<file path="config.mk">
export PLATFORM = sky130hd
export DESIGN_NAME = lzsd_ctrl
export DESIGN_NICKNAME = d
export VERILOG_FILES = /design/src/sv/lzsd_pkg.sv /design/src/sv/lzsd_ctrl.sv
export SDC_FILE = /design/constraint.sdc
export NUM_CORES = 1
export LEC_CHECK = 0
export ABC_AREA = 1
export BUFFER_PORTS_ARGS = -buffer_cell sky130_fd_sc_hd__buf_2
export CAP_MARGIN = 20
export CORE_AREA = 2 2 39 41
export DETAILED_ROUTE_END_ITERATION = 7
export DIE_AREA = 0 0 41 43
export GPL_TIMING_DRIVEN = 0
export PLACE_DENSITY = 0.47
export SLEW_MARGIN = 25
export SYNTH_ARGS = -nofsm -noshare
export SYNTH_HDL_FRONTEND = slang
export SYNTH_SLANG_ARGS = --single-unit
</file>
<file path="constraint.sdc">
create_clock -name clk -period 1.2 [get_ports clk]
set_input_delay 0.24 -clock clk [delete_from_list [all_inputs] [get_ports clk]]
set_output_delay 0.24 -clock clk [all_outputs]
set_load 0.005 [all_outputs]
</file>
<file path="src/sv/lzsd_pkg.sv">
package lzsd_pkg;

    localparam int HistDepth   = 512;
    localparam int PosBits     = 9;
    localparam int LenBits     = 4;
    localparam int MinMatch    = 2;
    localparam int LitBits     = 8;

    localparam int AddrW       = $clog2(HistDepth);
    localparam int AccW        = PosBits + LenBits;
    localparam int HeldW       = $clog2(AccW + 1);
    localparam int RemainW     = $clog2((1 << LenBits) + MinMatch);
    localparam int BitCntW     = 4;
    localparam int CountW      = 32;
    localparam int OutDataW    = LitBits + CountW;

    typedef struct packed {
        logic load;
        logic bit_step;
        logic mem_rd;
        logic copy_emit;
        logic report;
    } cmd_t;

    typedef struct packed {
        logic lit_done;
        logic match_done;
        logic last_bit;
        logic bits_done;
        logic copy_last;
        logic last_flag;
        logic out_free;
    } status_t;

endpackage

</file>
<file path="src/sv/lzsd_ctrl.sv">
module lzsd_ctrl (
    input  logic              clk,
    input  logic              rst_n,
    input  logic              s_tvalid,
    output logic              s_tready,
    input  lzsd_pkg::status_t status,
    output lzsd_pkg::cmd_t    cmd
);
    import lzsd_pkg::*;

    typedef enum logic [2:0] {
        ST_IDLE,
        ST_BITS,
        ST_READ,
        ST_WRITE,
        ST_REPORT
    } state_t;

    state_t state_reg;
    state_t state_next;

    always_comb
    begin
        state_next = state_reg;
        cmd        = '0;
        s_tready   = 1'b0;
        unique case (state_reg)
            ST_IDLE:
            begin
                s_tready = 1'b1;
                if (s_tvalid)
                begin
                    cmd.load   = 1'b1;
                    state_next = ST_BITS;
                end
            end
            ST_BITS:
            begin
                if (!status.lit_done || status.out_free)
                begin
                    cmd.bit_step = 1'b1;
                    if (status.match_done)
                    begin
                        state_next = ST_READ;
                    end
                    else if (status.last_bit)
                    begin
                        state_next = status.last_flag ? ST_REPORT : ST_IDLE;
                    end
                end
            end
            ST_READ:
            begin
                cmd.mem_rd = 1'b1;
                state_next = ST_WRITE;
            end
            ST_WRITE:
            begin
                if (status.out_free)
                begin
                    cmd.copy_emit = 1'b1;
                    if (!status.copy_last)
                    begin
                        state_next = ST_READ;
                    end
                    else if (!status.bits_done)
                    begin
                        state_next = ST_BITS;
                    end
                    else
                    begin
                        state_next = status.last_flag ? ST_REPORT : ST_IDLE;
                    end
                end
            end
            ST_REPORT:
            begin
                if (status.out_free)
                begin
                    cmd.report = 1'b1;
                    state_next = ST_IDLE;
                end
            end
            default:
            begin
                state_next = ST_IDLE;
            end
        endcase
    end

    always_ff @(posedge clk or negedge rst_n)
    begin
        if (!rst_n)
        begin
            state_reg <= ST_IDLE;
        end
        else
        begin
            state_reg <= state_next;
        end
    end

endmodule

</file>
# == Word-level counts from Yosys, hierarchy flattened ==
# Index checks and enable logic that the tools add are counted.
# Widths: inputs -> output; s select.
# word_totals
reg_bits,3
in_bits,10
out_inout_bits,6
word_cells,33
# classes
n_eq_ne,9
n_mux,19
reduce_logical,4
# ops
op,count
$mux 3,9
$pmux 3 s5,1
$mux 1,9
$ne 2x2->1 const B,4
$eq 3x2->1 const B,2
$reduce_and 5->1,1
$eq 3x1->1 const B,1
$eq 3x3->1 const B,1
$logic_not 3->1,1
$ne 3x3->1 const B,1
$logic_not 1->1,1
$logic_or 1x1->1,1

# == Longest topological paths before layout ==
# Gate-level depths: netlist (run 1).
# logic_depth
depth_word,5
ltp_mapped,8
mapped_depth_nobuf,8

# == Worst setup path before layout (run 1) ==
# No wires, ideal clock.
# synth_timing
kind,register -> register
startpoint,register state_reg[2]
endpoint,register state_reg[2]
setup_ns,0.118
arrival_time_ns,0.937
required_ns,1.082
path_slack_ns,0.145
stages_incl_launch_ff,9
path_buffers,0
synth_period_minus_slack_ns,1.055
cell_sequence,dfrtp_1 -> inv_2 -> nand2_2 -> nor2_2 -> nand2_4 -> nand2_2 -> nor2_2 -> nand2_1 -> nand2_1
# synth_between
elab_chain_len,3
word_cells_on_any_way,12
classes_between,eq/ne: 9; mux: 1; reduce/logical: 2
# synth_rtl
element,line_no,text
from (decl),lzsd_ctrl.sv:19,state_t state_reg;
from (signal assigned),lzsd_ctrl.sv:99,state_reg <= state_next;
"$eq 3x1->1, or another cell as far along",lzsd_ctrl.sv:27,unique case (state_reg)
$ne 3x3->1 (no line) / $ne 2x2->1 (equally long branches),--,
$reduce_and 5->1 (no line),--,
# Several ways; a longest one is shown, not always the timed one.
# A chain may end at the register's enable or synchronous reset.

==> run summary, run 1 <==
Status = finished with violations
Failing checks = negative setup slack
Placed cells = 89
Worst hold-check path type = in -> async
Gr usage total = 11.9%
Critical Path Fanout Max = 7
Total Nets Final = 95
Synth Net Count = 68
Worst Slack Setup Final = -0.103 ns
Ports = 16
Final wirelength = 898 um
Finished Core Util = 38.7%
Leakage = 0.338 nW
Clock buffer depth = 2
Count leader, synth = nand2_1
Post-synth top area share = 25.9%
Vias in the first global route = 390
Startpoint types = flip-flop
Cell Count, Final, Fillers Out = 100
Synth Area per Inst = 5.50 um^2
Final Slew Violations = 0
Synth warn = 0
Final period utilization = 109%
Ant. Diodes = 0
Die area = 0.00176 mm^2
Synth Instances = 58
# setup viols final = 6
GPL Wtd Cong = 0.726
Peak VDD IR = 585 uV
Clock sinks = 3
Critical Path AT = 1.06 ns
Setup slack at placement = 0.0151 ns
Required time of the critical path = 0.96 ns
CTS Buf Count = 3
Initial Util = 23.1%
Slew @ Worst Pin = 0.184 ns
Core box area = 0.00138 mm^2
FILL cells = 157
Die outline height = 43 um
Share of post-route cells with drive strength above 1 = 47.6%
Multi-input gate area = 235 um^2
DR vias/cell = 4.32
Max reg flops = 3
Final hold slack = 0.327 ns
Number of flops mapped to enable cells by yosys = 0
Count of state elements after synthesis = 3
Vias = 432
Die X = 41 um
Max Fclk = 767 MHz
Seq/Total Area, Yosys = 23.5%
Clock root buffer = clkbuf_4
TritonCTS clock tree = built
Post-layout min period = 1.30 ns
RSZ-0062 raised after global routing = true
Clock transition at path regs = 0.04 ns
Register area = 78.8 um^2
First-pass GRT wire length = 1.42 mm
Antenna violations before repair = 0
DR DRC count = 0
Max-Cap Viols = 0
P&R area growth vs syn = 67.8%
Wire per inst = 8.98 um
Final Hold Fails = 0
Kind of end point of the critical path = output pin
Slew HR = 87.7%
Largest net degree at the start of global routing = 8
Std cell rows = 14
DR pass1 iterations = 4
Pwr Density = 2110 mW/mm^2
H-tree depth = 1
Detail Route Antenna Nets = 0
Worst skew pair latency = 0.23 ns
GRT Residual Overflow = 0
Post-DP HPWL = 645 um
Cell variety after synth = 14
CP Class = reg -> out
Synth cell count leaders = nand2_1 (22), inv_1 (7), nor2_1 (7)
Clk_skew = 0.00336 ns
Initial DRC count = 5
Main synth FF type = dfrtp_1
Synth Cell Area = 319 um^2
Dominant cell type by area after synthesis = nand2_1
FFs w/ async S/R, synth = 100%
Synth top area cells = nand2_1 (26%), dfrtp_1 (24%), inv_1 (8.2%)
Port Buffer Count = 15
repair_timing:
item | in CTS | in global routing
pin swaps | 4 | 2
setup buffers | 4 | 3
hold buffers | 1 | 0
endpoints found under the hold margin | 3 | 0
endpoints found under the setup margin | 6 | 9
gates resized for setup | 5 | 6
metrics by stage:
stage	instance area, um^2	setup TNS (ns)	power [W]
after floorplan	319	0	0.000591
after global placement	414	0	0.000745
after detailed placement	414	0	0.000745
after CTS	487	-0.548	0.00103
after global routing	536	-0.966	0.00124
final	536	-0.471	0.00113
worst paths after layout:
path | start | end | slack [ns] | cells after the start
min in group clk | status[5] | state_reg[1] | 0.33 | 5
min | rst_n | state_reg[1] | 0.33 | 2
max in group asynchronous | rst_n | state_reg[2] | 0.75 | 2
max | state_reg[0] | cmd[0] | -0.10 | 4
min reg2reg | state_reg[0] | state_reg[0] | 0.59 | 2
max reg2reg | state_reg[2] | state_reg[2] | 0.02 | 9
kinds of logic after synthesis:
family	Yosys count	synth area share [%]
AO/OA/AOI/OAI	1	1.57
buffers and inverters	10	12.2
AND/OR/NAND/NOR	44	62.7
flip-flops	3	23.5
placed cells by master (no fill, tap or decap):
| master | Yosys | routed |
|---|---|---|
| clkbuf_1 | 0 | 1 |
| buf_6 | 0 | 1 |
| dlygate4sd3_1 | 0 | 1 |
| nand2_4 | 1 | 2 |
| inv_1 | 7 | 7 |
| buf_2 | 1 | 15 |
| clkbuf_4 | 0 | 3 |
| nand4_1 | 2 | 2 |
| buf_4 | 0 | 6 |
| nor3_1 | 1 | 1 |
| nand3_2 | 0 | 2 |
| nor2_1 | 7 | 5 |
| nor2_2 | 3 | 3 |
| and3_1 | 1 | 1 |
| inv_2 | 2 | 2 |
| nand2_1 | 22 | 22 |
| dfrtp_2 | 0 | 3 |
| nor2_4 | 0 | 2 |
| nand3_1 | 5 | 3 |
| o21ai_0 | 1 | 1 |
| nand2_2 | 2 | 1 |
layer usage:
| metal | vias to the layer above | track usage (%) | share of wire, % |
|---|---|---|---|
| met3 | 0 | 3.14 | 5.2 |
| met2 | 11 | 18.4 | 54 |
| met4 | 0 | 8.00 | 0 |
| li1 | 229 | - | - |
| met1 | 192 | 13.3 | 41 |
| met5 | - | 0 | 0 |
area by class of cell:
type | instances | area share (%)
inverter | 9 | 6.31
clock buffer | 4 | 4.91
tap | 16 | 3.74
timing repair buffer | 23 | 26.4
multi-input combinational | 45 | 43.9
sequential | 3 | 14.7
where the power goes:
part | internal [W] | leakage (nW) | switching (W)
logic | 0.000353 | 0.288 | 0.000363
registers | 0.000151 | 0.0345 | 0.0000879
clock network | 0.000124 | 0.0150 | 0.0000504
critical path: stages, from the launching register on:
cell	delay [ns]
dfrtp_2	0.45
nor2_4	0.12
nand2_1	0.07
nor2_1	0.08
buf_2	0.11
Note: power is estimated with default switching activity, not from simulation.
==> inputs of run 2 (changes only) <==
- CORE_AREA: 2 2 39 41 -> 5 5 42 44
- DIE_AREA: 0 0 41 43 -> 0 0 47 49
==> run 2 against run 1 <==
The flow still finishes with violations (negative setup slack). Clock power is essentially flat. Clock-buffer cell count is the same. Cell count shrank 1.0%. Sequential power grew 3%. Sequential cell count is the same. Maximum frequency shrank 0.61%. Highest routed layer unchanged. Combinational power shrank 10%. Largest power group unchanged.
==> run summary, run 2 (same netlist as run 1, synthesis figures left out) <==
Worst hold-check path type = in -> reg
Antenna violations before repair = 0
Std cell rows = 14
CP cell instances = nor2_4 -> nand2_1 -> nor2_1 -> buf_2
GRT Residual Overflow = 0
Die outline height = 49 um
DR vias/cell = 4.27
R2R Path End = state_reg[2]
Share of post-route cells with drive strength above 1 = 44.6%
DR pass1 iterations = 3
Final Slew Violations = 0
Final Hold Fails = 0
TritonCTS clock tree = built
Detail Route Antenna Nets = 0
Startpoint types = flip-flop
Total Nets Final = 94
Port Buffer Count = 15
Clock sinks = 3
Peak VDD IR = 627 uV
Max Fclk = 763 MHz
Core box area = 0.00140 mm^2
Clk_skew = 0.00360 ns
Initial DRC count = 1
Worst skew pair latency = 0.23 ns
Status = finished with violations
Max-Cap Viols = 0
Kind of end point of the critical path = output pin
Worst setup path endpoint = cmd[0]
Die area = 0.00230 mm^2
# setup viols final = 8
Setup crit start = state_reg[0]
RSZ-0062 raised after global routing = true
Vias in the first global route = 392
H-tree depth = 1
CP max-delay cell = dfrtp_2
GPL Wtd Cong = 0.802
Slew @ Worst Pin = 0.199 ns
Critical Path AT = 1.07 ns
Gr usage total = 8.87%
Final wirelength = 901 um
Reg2reg setup slack = -0.04 ns
FILL cells = 166
Ports = 16
Largest net degree at the start of global routing = 8
Commonest non-fill, non-tap cell in the layout = nand2_1
Critical Path Fanout Max = 7
Die X = 47 um
Ant. Diodes = 0
Pwr Density = 2110 mW/mm^2
Post-DP HPWL = 664 um
Pwr Total = 0.00107 W
Required time of the critical path = 0.96 ns
CTS Buf Count = 3
Worst Slack Setup Final = -0.111 ns
Initial Util = 22.8%
R2r worst-path depth = 8
Final period utilization = 109%
Slew HR = 86.7%
Clock transition at path regs = 0.04 ns
R2R Path Start = state_reg[2]
P&R area growth vs syn = 58.0%
CP Class = reg -> out
Leakage = 0.324 nW
DR DRC count = 0
Max reg flops = 3
Failing checks = negative setup slack
Final hold slack = 0.321 ns
Clock buffer depth = 2
Wire per inst = 9.10 um
TNS Setup = -0.619 ns
Vias = 423
Worst path max stage delay = 0.46 ns
Post-layout min period = 1.31 ns
Commonest non-fill, non-tap cells in the layout = nand2_1 (22), buf_2 (15), inv_1 (7), buf_4 (6)
Clock root buffer = clkbuf_4
First-pass GRT wire length = 1.48 mm
run 2: changes by cell type in the layout (fill, tap and decap cells not counted), sizes merged:
cell  before  now
buf       22   21
run 2: area by class of cell:
cell class / count / area, um^2 / share of cell area [%]
clock buffers: 4 / 26.3 / 5.21
inverters: 9 / 33.8 / 6.70
multi-input cells: 45 / 215 / 42.7
flip-flops and latches: 3 / 78.8 / 15.6
well taps: 16 / 20.0 / 3.97
repair buffers: 22 / 130 / 25.8
run 2: how the worst min path moves through the flow:
stage                          from           end  slack, ns  depth (start not counted)
after CTS                 status[5]  state_reg[1]       0.32                          5
after global placement        rst_n  state_reg[1]       0.04                          1
after floorplan               rst_n  state_reg[0]      -0.06                          0
final                     status[5]  state_reg[1]       0.32                          5
after global routing          rst_n  state_reg[0]       0.34                          2
after detailed placement      rst_n  state_reg[1]       0.04                          1
run 2: layer usage:
| layer | up-vias | routed length, um | share of wire [%] | global-route usage [%] |
|---|---|---|---|---|
| li1 | 229 | - | - | - |
| met1 | 182 | 434 | 48 | 10.3 |
| met2 | 12 | 416 | 46 | 12.9 |
| met3 | 0 | 50 | 5.5 | 3.69 |
| met4 | 0 | 0 | 0 | 5.53 |
| met5 | - | 0 | 0 | 0 |
run 2: stage by stage:
stage                     instance area (um^2)  std cells  worst slack [ns]  utilization [%]
final                                      504         99            -0.111             36.0
after global placement                     414         89           0.00878             29.6
after CTS                                  504         99            -0.122             36.0
after floorplan                            319         58             0.145                -
after detailed placement                   414         89            0.0209             29.6
after global routing                       504         99            -0.200             36.0
run 2: timing repair:
| item | CTS | global route |
|---|---|---|
| endpoints found under the setup margin | 6 | 9 |
| hold buffers | 1 | 0 |
| pin swaps | 3 | 0 |
| setup buffers | 6 | 0 |
| resized for setup | 6 | 0 |
| endpoints found under the hold margin | 3 | 0 |
run 2: critical path: cells and delay by family, from the launching register on:
family,cells,cell delay (ns)
DFF,1,0.46
and+or+nand+nor,3,0.27
buffers and inverters,1,0.11
run 2: power by group:
part / internal (W) / switching (W)
Combinational: 0.000319 / 0.000325
Sequential: 0.000151 / 0.0000945
Clock: 0.000125 / 0.0000526
