--- src/sv/lzsd_pkg.sv ---
package lzsd_pkg;

    localparam int HistDepth   = 512;
    localparam int PosBits     = 9;
    localparam int LenBits     = 4;
    localparam int MinMatch    = 2;
    localparam int LitBits     = 8;

    localparam int AddrW       = $clog2(HistDepth);
    localparam int AccW        = PosBits + LenBits;
    localparam int HeldW       = $clog2(AccW + 1);
    localparam int RemainW     = $clog2((1 << LenBits) + MinMatch);
    localparam int BitCntW     = 4;
    localparam int CountW      = 32;
    localparam int OutDataW    = LitBits + CountW;

    typedef struct packed {
        logic load;
        logic bit_step;
        logic mem_rd;
        logic copy_emit;
        logic report;
    } cmd_t;

    typedef struct packed {
        logic lit_done;
        logic match_done;
        logic last_bit;
        logic bits_done;
        logic copy_last;
        logic last_flag;
        logic out_free;
    } status_t;

endpackage

--- src/sv/lzsd_datapath.sv ---
module lzsd_datapath (
    input  logic                          clk,
    input  logic                          rst_n,
    input  lzsd_pkg::cmd_t                cmd,
    output lzsd_pkg::status_t             status,
    input  logic [lzsd_pkg::LitBits-1:0]  in_byte,
    input  logic                          last_byte,
    output logic                          out_valid,
    input  logic                          out_ready,
    output logic [lzsd_pkg::LitBits-1:0]  out_byte,
    output logic                          is_data,
    output logic                          out_last,
    output logic [lzsd_pkg::CountW-1:0]   total_length
);
    import lzsd_pkg::*;

    typedef enum logic [1:0] {
        PH_FLAG,
        PH_LIT,
        PH_MATCH
    } phase_t;

    logic [LitBits-1:0] ring_mem [HistDepth];

    logic [LitBits-1:0] shift_reg, shift_next;
    logic [BitCntW-1:0] bitcnt_reg, bitcnt_next;
    logic               lastf_reg, lastf_next;
    phase_t             phase_reg, phase_next;
    logic [AccW-1:0]    acc_reg, acc_next;
    logic [HeldW-1:0]   held_reg, held_next;
    logic [AddrW-1:0]   wslot_reg, wslot_next;
    logic               wrapped_reg, wrapped_next;
    logic [CountW-1:0]  wcount_reg, wcount_next;
    logic [AddrW-1:0]   src_reg, src_next;
    logic [RemainW-1:0] remain_reg, remain_next;
    logic [LitBits-1:0] rdata_reg;
    logic               hit_reg;
    logic               ovalid_reg, ovalid_next;
    logic [LitBits-1:0] obyte_reg, obyte_next;
    logic               odata_reg, odata_next;
    logic               olast_reg, olast_next;
    logic [CountW-1:0]  olen_reg, olen_next;

    logic               cur_bit;
    logic [AccW-1:0]    acc_shift;
    logic [HeldW-1:0]   held_inc;
    logic               lit_done;
    logic               match_done;
    logic               out_free;
    logic               emit;
    logic [LitBits-1:0] emit_byte;
    logic [CountW-1:0]  wcount_inc;
    logic [PosBits-1:0] match_pos;

    assign cur_bit    = shift_reg[LitBits-1];
    assign acc_shift  = {acc_reg[AccW-2:0], cur_bit};
    assign held_inc   = held_reg + HeldW'(1);
    assign lit_done   = (phase_reg == PH_LIT) && (held_inc >= HeldW'(LitBits));
    assign match_done = (phase_reg == PH_MATCH) && (held_inc >= HeldW'(AccW));
    assign out_free   = !ovalid_reg || out_ready;
    assign wcount_inc = (wcount_reg == '1) ? wcount_reg : wcount_reg + CountW'(1);
    assign match_pos  = acc_shift[AccW-1:LenBits];

    assign emit      = (cmd.bit_step && lit_done) || cmd.copy_emit;
    assign emit_byte = cmd.copy_emit ? (hit_reg ? rdata_reg : '0) : acc_shift[LitBits-1:0];

    always_comb
    begin
        status.lit_done   = lit_done;
        status.match_done = match_done;
        status.last_bit   = (bitcnt_reg == BitCntW'(LitBits - 1));
        status.bits_done  = (bitcnt_reg == BitCntW'(LitBits));
        status.copy_last  = (remain_reg == RemainW'(1));
        status.last_flag  = lastf_reg;
        status.out_free   = out_free;
    end

    always_comb
    begin
        shift_next   = shift_reg;
        bitcnt_next  = bitcnt_reg;
        lastf_next   = lastf_reg;
        phase_next   = phase_reg;
        acc_next     = acc_reg;
        held_next    = held_reg;
        wslot_next   = wslot_reg;
        wrapped_next = wrapped_reg;
        wcount_next  = wcount_reg;
        src_next     = src_reg;
        remain_next  = remain_reg;
        ovalid_next  = ovalid_reg;
        obyte_next   = obyte_reg;
        odata_next   = odata_reg;
        olast_next   = olast_reg;
        olen_next    = olen_reg;

        if (ovalid_reg && out_ready)
        begin
            ovalid_next = 1'b0;
        end

        if (cmd.load)
        begin
            shift_next  = in_byte;
            bitcnt_next = '0;
            lastf_next  = last_byte;
        end

        if (cmd.bit_step)
        begin
            shift_next  = {shift_reg[LitBits-2:0], 1'b0};
            bitcnt_next = bitcnt_reg + BitCntW'(1);
            case (phase_reg)
                PH_LIT,
                PH_MATCH:
                begin
                    acc_next  = acc_shift;
                    held_next = held_inc;
                    if (lit_done || match_done)
                    begin
                        phase_next = PH_FLAG;
                        acc_next   = '0;
                        held_next  = '0;
                    end
                    if (match_done)
                    begin
                        src_next    = AddrW'(match_pos - PosBits'(1));
                        remain_next = RemainW'(acc_shift[LenBits-1:0]) + RemainW'(MinMatch);
                    end
                end
                default:
                begin
                    phase_next = cur_bit ? PH_LIT : PH_MATCH;
                    acc_next   = '0;
                    held_next  = '0;
                end
            endcase
        end

        if (cmd.copy_emit)
        begin
            src_next    = src_reg + AddrW'(1);
            remain_next = remain_reg - RemainW'(1);
        end

        if (emit)
        begin
            wslot_next = wslot_reg + AddrW'(1);
            if (wslot_reg == '1)
            begin
                wrapped_next = 1'b1;
            end
            wcount_next = wcount_inc;
            ovalid_next = 1'b1;
            obyte_next  = emit_byte;
            odata_next  = 1'b1;
            olast_next  = 1'b0;
            olen_next   = wcount_inc;
        end

        if (cmd.report)
        begin
            ovalid_next  = 1'b1;
            obyte_next   = '0;
            odata_next   = 1'b0;
            olast_next   = 1'b1;
            olen_next    = wcount_reg;
            wcount_next  = '0;
            wslot_next   = '0;
            wrapped_next = 1'b0;
            phase_next   = PH_FLAG;
            acc_next     = '0;
            held_next    = '0;
        end
    end

    always_ff @(posedge clk)
    begin
        if (emit)
        begin
            ring_mem[wslot_reg] <= emit_byte;
        end
        if (cmd.mem_rd)
        begin
            rdata_reg <= ring_mem[src_reg];
            hit_reg   <= wrapped_reg || (src_reg < wslot_reg);
        end
    end

    always_ff @(posedge clk or negedge rst_n)
    begin
        if (!rst_n)
        begin
            bitcnt_reg  <= '0;
            lastf_reg   <= 1'b0;
            phase_reg   <= PH_FLAG;
            acc_reg     <= '0;
            held_reg    <= '0;
            wslot_reg   <= '0;
            wrapped_reg <= 1'b0;
            wcount_reg  <= '0;
            remain_reg  <= '0;
            ovalid_reg  <= 1'b0;
        end
        else
        begin
            bitcnt_reg  <= bitcnt_next;
            lastf_reg   <= lastf_next;
            phase_reg   <= phase_next;
            acc_reg     <= acc_next;
            held_reg    <= held_next;
            wslot_reg   <= wslot_next;
            wrapped_reg <= wrapped_next;
            wcount_reg  <= wcount_next;
            remain_reg  <= remain_next;
            ovalid_reg  <= ovalid_next;
        end
    end

    always_ff @(posedge clk)
    begin
        shift_reg <= shift_next;
        src_reg   <= src_next;
        obyte_reg <= obyte_next;
        odata_reg <= odata_next;
        olast_reg <= olast_next;
        olen_reg  <= olen_next;
    end

    assign out_valid    = ovalid_reg;
    assign out_byte     = obyte_reg;
    assign is_data      = odata_reg;
    assign out_last     = olast_reg;
    assign total_length = olen_reg;

endmodule

--- config.mk ---
export PLATFORM = sky130hd
export DESIGN_NAME = lzsd_datapath
export DESIGN_NICKNAME = d
export VERILOG_FILES = /design/src/sv/lzsd_pkg.sv /design/src/sv/lzsd_datapath.sv
export SDC_FILE = /design/constraint.sdc
export NUM_CORES = 2
export LEC_CHECK = 0
export BUFFER_PORTS_ARGS = -buffer_cell sky130_fd_sc_hd__buf_2
export CORE_MARGIN = 5
export CORE_UTILIZATION = 55
export DETAILED_ROUTE_END_ITERATION = 12
export HOLD_SLACK_MARGIN = 0.1
export PLACE_DENSITY = 0.78
export SYNTH_ARGS = -nofsm -noshare
export SYNTH_HDL_FRONTEND = slang
export SYNTH_SLANG_ARGS = --single-unit
--- constraint.sdc ---
create_clock -name clk -period 28 [get_ports clk]
set_input_delay 0 -clock clk [delete_from_list [all_inputs] [get_ports clk]]
set_output_delay 0 -clock clk [all_outputs]
set_load 0.02 [all_outputs]
==> Word-level counts from Yosys, hierarchy flattened <==
Memories as Yosys holds them, arrays and structs flattened. A register that Yosys moved wholly into a read port is not among the register bits.
Index checks and enable logic that the tools add are counted.
{ "classes": {"addsub": 8, "magnitude_cmp": 3, "eq_ne": 8, "muxes": 41, "n_reduce_logical": 21} }
{ "op_table": {"columns": ["op", "count"], "rows": [
  ["32-bit 2-to-1 mux", 4],
  ["9-bit 2-to-1 mux", 6],
  ["12-bit 2-to-1 mux", 4],
  ["32-bit by 1-bit adder with 32-bit output (second input constant)", 1],
  ["32-bit equality test (second input constant)", 1],
  ["8-bit 2-to-1 mux", 4],
  ["4-bit 2-to-1 mux", 6],
  ["5-bit 2-to-1 mux", 4],
  ["9-bit by 1-bit adder with 9-bit output (second input constant)", 2],
  ["2-bit nonzero test", 7],
  ["2-bit 2-to-1 mux", 5],
  ["9-bit equality test (second input constant)", 1],
  ["9-bit less-than comparator", 1],
  ["9-bit by 1-bit subtractor with 9-bit output (second input constant)", 1],
  ["4-bit by 1-bit adder with 4-bit output (second input constant)", 2],
  ["4-bit >= comparator (second input constant)", 2],
  ["1-bit 2-to-1 mux", 8],
  ["4-bit by 2-bit adder with 5-bit output (second input constant)", 1],
  ["5-bit by 1-bit equality test with 1-bit output (second input constant)", 1],
  ["5-bit by 1-bit subtractor with 5-bit output (second input constant)", 1],
  ["4-bit by 3-bit equality test with 1-bit output (second input constant)", 1],
  ["4-bit equality test (second input constant)", 1],
  ["1-bit logical AND", 4],
  ["1-bit logical OR", 4],
  ["other kinds (8)", 9]
]} }
{ "word_totals": {"regBits": 131, "ramBits": 4096, "output_inout_bits": 50, "mem_count": 1} }
{ "mem_list": {"columns": ["memory", "depth", "word_bits", "read_ports", "rd_ports_with_merged_regs", "write_ports", "line_no", "rtl"], "rows": [
  ["ring_mem", 512, 8, 1, 1, 1, "lzsd_datapath.sv:23", "logic [LitBits-1:0] ring_mem [HistDepth];"]
]} }

==> Depth between registers and ports, before layout <==
{ "depth": {"ltp_word": 8, "depth_mapped": 14, "depth_no_buf": 10} }

==> Least setup slack after synthesis <==
OpenSTA, ideal clock, no wires.
{ "synth_timing": {"kind": "register -> register", "startpoint": "register acc_reg[5]", "endpoint": "memory ring_mem[0][6], data pin", "setup_time_ns": 4.176, "t_arrival_ns": 20.276, "path_slack_ns": 3.547, "path_stages_with_launch": 3, "n_path_buf": 0, "path_cell_list": "dfrtp_1 inv_1 o21ai_0"} }
{ "synth_between": {"elab_chain_cells": 1} }
{ "synth_rtl": {"columns": ["element", "line_no", "rtl"], "rows": [
  ["start: declaration", "lzsd_datapath.sv:29", "logic [AccW-1:0] acc_reg, acc_next;"],
  ["start signal: assignment", "lzsd_datapath.sv:210", "acc_reg <= acc_next;"],
  ["8-bit 2-to-1 mux", "lzsd_datapath.sv:65", "assign emit_byte = cmd.copy_emit ? (hit_reg ? rdata_reg : '0) : acc_shift[LitBits-1:0];"],
  ["net emit_byte[6]", "lzsd_datapath.sv:51", "logic [LitBits-1:0] emit_byte;"],
  ["end: declaration", "lzsd_datapath.sv:23", null]
]} }
The timed path passes the listed nets, and every way through them passes these cells.

==> impl_results.md <==
* Number of design rule violations left after detail routing at 0
* Clock buffer depth at 4
* Share of layout cells above drive strength 1 at 20.91%
* Number of buffers added by the clock tree synthesis step at 408
* Startpoint Class: flop
* Total congestion overflow after global routing at 0
* Highest Clock Rate at 137.8 MHz
* Footprint of the multi-input gates at 36,360 um2
* Clock transition at the registers of the reported paths at 0.07 ns
* TritonCTS clock tree: done
* Overall routing resource usage at 28.57%
* Tightest slew margin relative to the limit at 1.910%
* Crit path max-delay cell type: sky130_fd_sc_hd__a211oi_1
* Register Area at 126,700 um2
* Resized Gates After CTS at 0
* Post-CTS Setup Bufs at 0
* Total Wirelength at 453.9 mm
* Number of nets in the final layout at 8,426
* Cell area power density at 72.06 nW/um2
* Final-report max-slew violation count at 0
* Most common cell after layout, fill and taps aside: sky130_fd_sc_hd__edfxtp_1
* Vias in the first global route at 87,732
* Unrepaired setup endpoints after global routing: no
* Most heavily used metal layer in global routing: met2
* Maximum cell stage delay along the critical path at 1.21 ns
* Total number of vias at 88,987
* Cell leakage power at 0.05914 uW
* Post-Syn Instances at 8,194
* Synthesized area per cell at 20.26 um2
* Final worst path period share at 25.92%
* WL per Instance at 35.67 um
* Critical Path AT at 7.94 ns
* Worst setup path class: reg2reg
* Synth cell types at 79
* Max Cap Violations at 1
* Largest net degree at the start of global routing at 269
* Port Buffers at 66
* Peak fanout along the critical path at 103
* Post-synthesis async set-or-reset flop share at 1.677%
* Synth area leaders: sky130_fd_sc_hd__edfxtp_1, sky130_fd_sc_hd__mux4_2, sky130_fd_sc_hd__mux2i_1
* Status: finished, violations left
* EDFF count, synth at 4,153
* Warnings, synthesis at 0
* Top cell type's share of synthesized area at 75.14%
* Die extent in x at 559.3 um
* Area enclosed by the die boundary at 312,900 um2
* Sequential cell area fraction in the yosys report at 76.34%
* Skew final at 0.06661 ns
* Total of fill cells in the finished design at 19,481
* Synth area leader: sky130_fd_sc_hd__edfxtp_1
* Number of hold buffers added after cts at 43
* Number of antenna violations at the first check in global routing at 34
* Transition time of the tightest slew-check pin at 1.463 ns
* Setup violation total in the final timing report at 0
* Path class of the lowest-slack min-delay path: in2async
* Final weighted congestion in routability-driven placement at 0.8894
* Post-synthesis register bit count at 4,235
* Final Hold Viols at 0
* Residual antenna-violating net count after detailed routing at 0
* I/O Pins at 67
* Starting Density at 55.27%
* M3 GR Usage at 10.07%
* Cells along the critical path: buf_4, buf_12, buf_4, buf_4, buf_4, mux4_2, mux4_2, a211oi_1, nor4_1, nor4_2, a31oi_1
* Non-Filler Cell Area, Final at 184,200 um2
* Synthesis-to-layout area growth at 10.98%
* Post-placement cell area at 170,000 um2
* Wire length of the first global-routing pass at 644.8 mm
* GRT met2 Usage at 42.85%
* Peak supply drop at 61.75 uV
* Ys flop type: sky130_fd_sc_hd__edfxtp_1
* Cell Area, Synth at 166,000 um2
* Required @ worst endpoint at 28.68 ns
* Post-DR vias/cell at 6.994
* Most used cell, CP: sky130_fd_sc_hd__buf_4
* FP Rows at 201
* Floorplan Core Area at 300,300 um2
* Failing checks: max-capacitance violations
* Max reg flops at 4,096
* Max H-tree Level at 5
* Die span in y at 559.3 um
* Critical Path End Type: flop
* Final-layout setup total negative slack at 0 ns
* Post-DP HPWL at 258.0 mm
* Number of DRC markers after the initial detailed-route iteration at 15,457
* Met1 demand-to-capacity share in global routing at 37.72%
* Post-Synthesis Net Count at 8,236
* Root Buffer Master: sky130_fd_sc_hd__clkbuf_16
* Commonest cells after routing, fill and taps aside: sky130_fd_sc_hd__edfxtp_1, sky130_fd_sc_hd__mux4_2, sky130_fd_sc_hd__nor2_1
* Sinks on the clock net at 4,235
* Final critical delay including setup and external delays at 7.258 ns
* Clock network latency to the later pin of the worst-skew pair at 1.00 ns
* Hold WS at 0.1438 ns
* DRT Pass-1 Iters at 6
## power breakdown
group,leakage (uW),total [uW],internal [uW],switching (uW)
clock network,0.00654,5590,3150,2430
registers,0.0394,6990,6980,10.6
logic,0.0132,699,218,480
## worst max-delay path, delay by kind of cell (launching register included)
family,cells,cell delay [ns]
AO/OA/AOI/OAI,2,1.29
buffers and inverters,5,3.68
flip-flops,1,0.36
multiplexers,2,0.96
AND/OR/NAND/NOR,2,0.52
## synth_stat cells (all sizes together), types with 7 or more instances
cell,n
edfxtp,4153
mux4,897
nor2,635
mux2i,338
buf,307
nand2,256
clkbuf,201
a21oi,163
a22oi,133
o21ai,121
o22ai,88
a211oi,83
nand3,80
dfrtp,71
a221oi,61
nor3,51
a22o,44
xnor2,43
xor2,36
o221ai,35
mux2,32
o211ai,32
nand4,30
inv,28
a31oi,26
ha,25
nand2b,24
nor2b,22
or3,19
and2,18
and3,16
nor4,16
dfxtp,11
a32oi,8
a2111oi,7
## cell type report
cell class | instances | area share, %
sequential | 4235 | 68.79
multi-input combinational | 3421 | 19.74
clock buffer | 501 | 5.816
tap | 3958 | 2.689
clock inverter | 258 | 1.554
timing repair buffer | 288 | 1.300
inverter | 30 | 0.06250
antenna | 33 | 0.04483
## stage by stage
step	power (uW)	utilization (%)	setup WS, ns	instances
CTS	13260	61.30	21.13	12689
global route	13590	61.31	20.75	12694
floorplan	7611	-	3.547	8194
detailed placement	7790	56.63	21.13	11887
global placement	7771	56.63	21.18	11887
finish	13270	61.34	20.74	12724
## per-layer routing
| layer | vias up | part of all wire (%) |
|---|---|---|
| li1 | 34230 | - |
| met5 | - | 0.031 |
| met2 | 7896 | 46 |
| met4 | 22 | 5.5 |
| met3 | 1396 | 15 |
| met1 | 45443 | 33 |
## logic make-up (layout without fill, tap and decap cells)
logic type | count (synthesis) | after routing | synth area share, %
fa+ha+maj | 25 | 25 | 0.1885
xor+xnor | 79 | 79 | 0.4169
simple gates | 1196 | 1196 | 3.113
buf+inv | 538 | 1077 | 1.961
compound gates | 854 | 854 | 3.535
other cells | 0 | 33 | 0
mux | 1267 | 1267 | 14.45
flops | 4235 | 4235 | 76.34
## final timing paths
kind	slack (ns)	start	to	cells past startpoint
max	20.74	src_reg[1]$_DFFE_PP_	rdata_reg[3]$_DFFE_PP_	11
min	0.14	rst_n	wcount_reg[29]$_DFFE_PN0P_	4
max reg2reg	20.74	src_reg[1]$_DFFE_PP_	rdata_reg[3]$_DFFE_PP_	11
min reg2reg	0.45	out_byte[2]$_SDFFE_PP0P_	out_byte[2]$_SDFFE_PP0P_	2
max in group asynchronous	27.45	rst_n	wslot_reg[3]$_DFFE_PN0P_	4
min in group clk	0.16	cmd[2]	hit_reg$_DFFE_PP_	2
(Power assumes the default switching activity.)
